==> src/rtl/bmf_pkg.sv <==
package bmf_pkg;

   localparam int PIX_BITS      = 8;
   localparam int CSR_IDX_BITS  = 2;
   localparam int CSR_DATA_BITS = 16;

   localparam logic [CSR_IDX_BITS-1:0] REG_FRAME_WIDTH   = 2'd0;
   localparam logic [CSR_IDX_BITS-1:0] REG_FRAME_HEIGHT  = 2'd1;
   localparam logic [CSR_IDX_BITS-1:0] REG_WINDOW_RADIUS = 2'd2;

   typedef enum logic [3:0] {
      S_IDLE,
      S_START,
      S_WRITE,
      S_CHECK,
      S_BACK,
      S_READ,
      S_ACC,
      S_DIV,
      S_DONE
   } bmf_state_type;

   typedef struct packed {
      logic take;
      logic start;
      logic write;
      logic setup;
      logic back;
      logic read;
      logic acc;
      logic div_step;
      logic emit;
   } bmf_cmd_type;

   typedef struct packed {
      logic active;
      logic item_fill;
      logic due;
      logic back_done;
      logic win_last;
      logic div_last;
      logic out_free;
   } bmf_status_type;

endpackage

==> src/rtl/bmf_ctrl.sv <==
module bmf_ctrl import bmf_pkg::*; (
   input  logic           clock,
   input  logic           reset,
   input  logic           req_valid,
   input  bmf_status_type stat,
   output bmf_cmd_type    cmd
);

   bmf_state_type state_ff, state_in;

   always_ff @(posedge clock) begin
      if (reset) begin
         state_ff <= S_IDLE;
      end else begin
         state_ff <= state_in;
      end
   end

   always_comb begin
      state_in = state_ff;
      unique case (state_ff)
         S_IDLE: begin
            if (req_valid) state_in = S_START;
         end
         S_START: begin
            if (!stat.active && stat.item_fill) state_in = S_IDLE;
            else state_in = S_WRITE;
         end
         S_WRITE: state_in = S_CHECK;
         S_CHECK: begin
            if (stat.due) state_in = S_BACK;
            else state_in = S_IDLE;
         end
         S_BACK: begin
            if (stat.back_done) state_in = S_READ;
         end
         S_READ: state_in = S_ACC;
         S_ACC: begin
            if (stat.win_last) state_in = S_DIV;
            else state_in = S_READ;
         end
         S_DIV: begin
            if (stat.div_last) state_in = S_DONE;
         end
         S_DONE: begin
            if (stat.out_free) state_in = S_IDLE;
         end
         default: state_in = S_IDLE;
      endcase
   end

   always_comb begin
      cmd = '0;
      unique case (state_ff)
         S_IDLE:  cmd.take = 1'b1;
         S_START: cmd.start = !stat.active && !stat.item_fill;
         S_WRITE: cmd.write = 1'b1;
         S_CHECK: cmd.setup = stat.due;
         S_BACK:  cmd.back = !stat.back_done;
         S_READ:  cmd.read = 1'b1;
         S_ACC:   cmd.acc = 1'b1;
         S_DIV:   cmd.div_step = 1'b1;
         S_DONE:  cmd.emit = stat.out_free;
         default: cmd = '0;
      endcase
   end

endmodule

==> config.mk <==
export PLATFORM = sky130hd
export DESIGN_NAME = bmf_ctrl
export DESIGN_NICKNAME = d
export VERILOG_FILES = /design/src/rtl/bmf_pkg.sv /design/src/rtl/bmf_ctrl.sv
export SDC_FILE = /design/constraint.sdc
export NUM_CORES = 1
export LEC_CHECK = 0
export BUFFER_PORTS_ARGS = -buffer_cell sky130_fd_sc_hd__clkbuf_2
export CAP_MARGIN = 20
export CORE_AREA = 2 2 39 41
export CTS_CLUSTER_DIAMETER = 200
export DETAILED_ROUTE_END_ITERATION = 10
export DIE_AREA = 0 0 41 43
export MAX_ROUTING_LAYER = met4
export PLACE_DENSITY_LB_ADDON = 0.15
export SETUP_SLACK_MARGIN = 0.5
export SLEW_MARGIN = 20
export SYNTH_ARGS = -nofsm -noshare
export SYNTH_HDL_FRONTEND = slang
export SYNTH_SLANG_ARGS = --single-unit
==> constraint.sdc <==
create_clock -name clock -period 2.5 [get_ports clock]
set_clock_uncertainty 0.1 [all_clocks]
set_input_delay 0.125 -clock clock [delete_from_list [all_inputs] [get_ports clock]]
set_output_delay 0.125 -clock clock [all_outputs]
set_load 0.03 [all_outputs]
# ---- Word-level counts from Yosys, hierarchy flattened
# Index checks and enable logic that the tools add are counted.
dict set report word_totals {
  word_cells 37
  out_inout_bits 9
  in_bits 10
  ff_bits 4
}
dict set report classes {
  reduce_logical 7
  mux 17
  n_eq_ne 12
}
# operator n
set op_table {}
lappend op_table {{$pmux 4 s9} 1}
lappend op_table {{$eq 4x3->1 const B} 4}
lappend op_table {{$mux 4} 4}
lappend op_table {{$mux 1} 9}
lappend op_table {{$eq 4x2->1 const B} 2}
lappend op_table {{$ne 2x2->1 const B} 4}
lappend op_table {{$eq 4x1->1 const B} 1}
lappend op_table {{$eq 4x4->1 const B} 1}
lappend op_table {{$logic_not 4->1} 1}
lappend op_table {{$mux 2} 2}
lappend op_table {{$reduce_and 4->1} 1}
lappend op_table {{$logic_not 1->1} 3}
lappend op_table {{$mux 3} 1}
lappend op_table {{$logic_and 1x1->1} 2}

# ---- Longest topological paths before layout
dict set report depth {
  depth_word 4
  ltp_mapped 4
}

# ---- Least setup slack after synthesis
# No wires, ideal clock.
dict set report synth_path {
  path_type {register to output}
  from {register state_ff[3]}
  to {output port cmd[4] (netlist bit)}
  slack_ns 0.735
  t_arrival_ns 1.540
  stages_incl_launch_ff 4
  required_time_ns 2.275
  cell_sequence {dfxtp_1 -> buf_2 -> nand2b_1 -> nor4_1}
}
# item line_no
set synth_rtl {}
lappend synth_rtl {{start, declared} bmf_ctrl.sv:9} ;# bmf_state_type state_ff, state_in;
lappend synth_rtl {{start signal, assigned} bmf_ctrl.sv:15} ;# state_ff <= state_in;
lappend synth_rtl {{end, declared} bmf_ctrl.sv:6} ;# output bmf_cmd_type cmd

==> impl_metrics.tcl <==
set metrics [dict create \
    status "complete, no violations" \
    crit_type "reg -> out" \
    slowest_stage "or4b_4" \
    cp_max_fo 9 \
    clk-insertion-delay-late_ns 0.23 \
    grt_antenna_before_repair 0 \
    worst_slack_ns 0.757 \
    routedWlPerCell_um 11.2 \
    seq_area_frac_synth_pct 25.8 \
    postSynth.asyncResetShare_pct 0 \
    synthToLayoutAreaGrowth_pct 34.3 \
    cts.clk_slew.worst_paths_ns 0.04 \
    cts.sinks 4 \
    htree_levels 1 \
    worstPathArrival_ns 1.52 \
    crit_required_ns 2.28 \
    grt_pass1_vias 312 \
    grt_max_degree 12 \
    die_w_um 41 \
    synth_top_area_share_pct 25.8 \
    placed_cells 71 \
    leakagePower_uw 0.000182 \
    port-buffer-count 18 \
    setup_viol 0 \
    synthTopCellsByArea "dfxtp_1 26%, nor2_1 7.3%, nor3_1 6.5%" \
    rsz0062_at_grt "no" \
    cp_slowest_stage_delay_ns 0.51 \
    clockBufferDepth 2 \
    path_buf_inv 1 \
    largest_reg_flops 4 \
    tightest_slew_ns 0.352 \
    cts_tree "yes" \
    fmax_mhz 574 \
    synth_area_leader_cell "dfxtp_1" \
    yosysMostFrequentCell "nor2_1" \
    hold_violations 0 \
    synthCells 41 \
    post_cts_buffers 0 \
    root_buffer "clkbuf_4" \
    core_sq_um 1380 \
    synthSimpleGateAreaFrac_pct 46.0 \
    synth_area_sq_um 310 \
    pre_cts_ws_ns 1.02 \
    syn_avg_cell_area_sq_um 7.57 \
    fin_crit_ns 1.74 \
    num_antenna_cells 0 \
    finalCoreUtilization_pct 30.1 \
    die_area_sq_um 1760 \
    stdcell_count 74 \
    drv_cap 0 \
    fillers 157 \
    regMostFlops "state_ff" \
    synth_top_family_by_area "simple AND/OR/NAND/NOR gates" \
    synth_compound_area_share_pct 16.1 \
    grt_overflow_total 0 \
    hp-class "in -> reg" \
    grt_pass1_wl_um 1240 \
    dr_total_vias 354 \
    crit_family "simple AND/OR/NAND/NOR gates" \
    start_util_pct 22.4 \
    synth_fa_ha_area_share_pct 0 \
    synthXorXnorAreaFrac_pct 0 \
    die_y_um 43 \
    cts_resized 0 \
    grt_usage_pct 10.5 \
    drc_errors 0 \
    gp_congestion 0.709 \
    synth_ff_type "dfxtp_1" \
    yosysUniqueCellTypes 23 \
    vias_per_cell 4.78 \
    muxShareOfSynthArea_pct 0 \
    holdBufCountCts 0 \
    crit_chain "or4b_4 > nor2_1 > clkbuf_2" \
    setup.worst_path.end_class "primary output" \
    synth_nets 51 \
    drtAntennaViolNets 0 \
    critPathLaunchType "flip-flop" \
    final_max_slew_viol_count 0 \
    cts_buffers 3 \
    ios 19 \
    synth_seq_cells 4 \
    routed_wl_um 830 \
    tns_ns 0 \
    layout-drive-gt1-share_pct 39.7 \
    fin_crit_sh_pct 69.7 \
    fin_nets 70 \
    first_iter_violations 8 \
    peakVddDrop_v 0.000114 \
    ys_top_cells_by_count "6 x nor2_1, 4 x dfxtp_1, 4 x nor3_1" \
    synth_edf_count 0 \
    reg.largest.list "state_ff (4)" \
    yosys_warnings 0 \
    post-dp-hpwl_um 625 \
    power.density_nw_per_um2 472 \
    dr.pass1.iters 3 \
    relSlewSlack_pct 76.5 \
    rows 14 \
]
## path summary, 6_finish.rpt
path | slack [ns] | to | depth (start not counted) | from
max | 0.76 | cmd[0] | 3 | state_ff[3]
min | 0.009 | state_ff[0] | 3 | req_valid
min reg2reg | 0.52 | state_ff[1] | 1 | state_ff[3]
max reg2reg | 1.08 | state_ff[3] | 3 | state_ff[3]
## report_power, final
group	leakage [uW]	total (uW)	switching, uW	internal [uW]
Combinational	0.000136	41.5	23.6	17.9
Sequential	0.0000326	75.6	8.28	67.4
Clock	0.0000138	79.7	26.0	53.7
## metal layers
layer  track usage (%)  vias up  part of all wire [%]
li1                  -      184                     -
met1              15.1      155                    46
met2              13.4       15                    45
met3                 0        0                   8.3
met4              8.00        0                     0
met5                 -        -                     0
## cell type report
class	count	area, sq um	share of cell area [%]
tap	16	20.0	4.80
sequential	4	80.1	19.2
multi-input combinational	30	193	46.2
clock buffer	3	22.5	5.41
timing repair buffer	18	90.1	21.6
inverter	3	11.3	2.70
## per-stage QoR
step	power [uW]	hold WS [ns]	cell area, sq um
2_1_floorplan	105	0.0966	310
3_3_place_gp	120	0.253	394
3_5_place_dp	118	0.255	394
4_1_cts	200	0.00829	417
5_1_grt	208	0.0113	417
6_report	197	0.00938	417
## cell usage in the layout, fill, tap and decap left out, types with 2 or more instances in the layout
cell type and n:
nor2b_1 2, nor4_1 3, nor3_1 4, inv_1 3, dfxtp_1 4, clkbuf_4 3
nor2_1 6, clkbuf_2 18
## logic make-up after synthesis
logic type      count (synthesis)
compound gates                  6
simple gates                   24
buf+inv                         7
flops                           4
## worst min-delay path, stage by stage
cell      delay (ns)
clkbuf_2        0.07
o21ai_0         0.06
o41ai_1         0.05
Power figures use the tool's default switching activity.
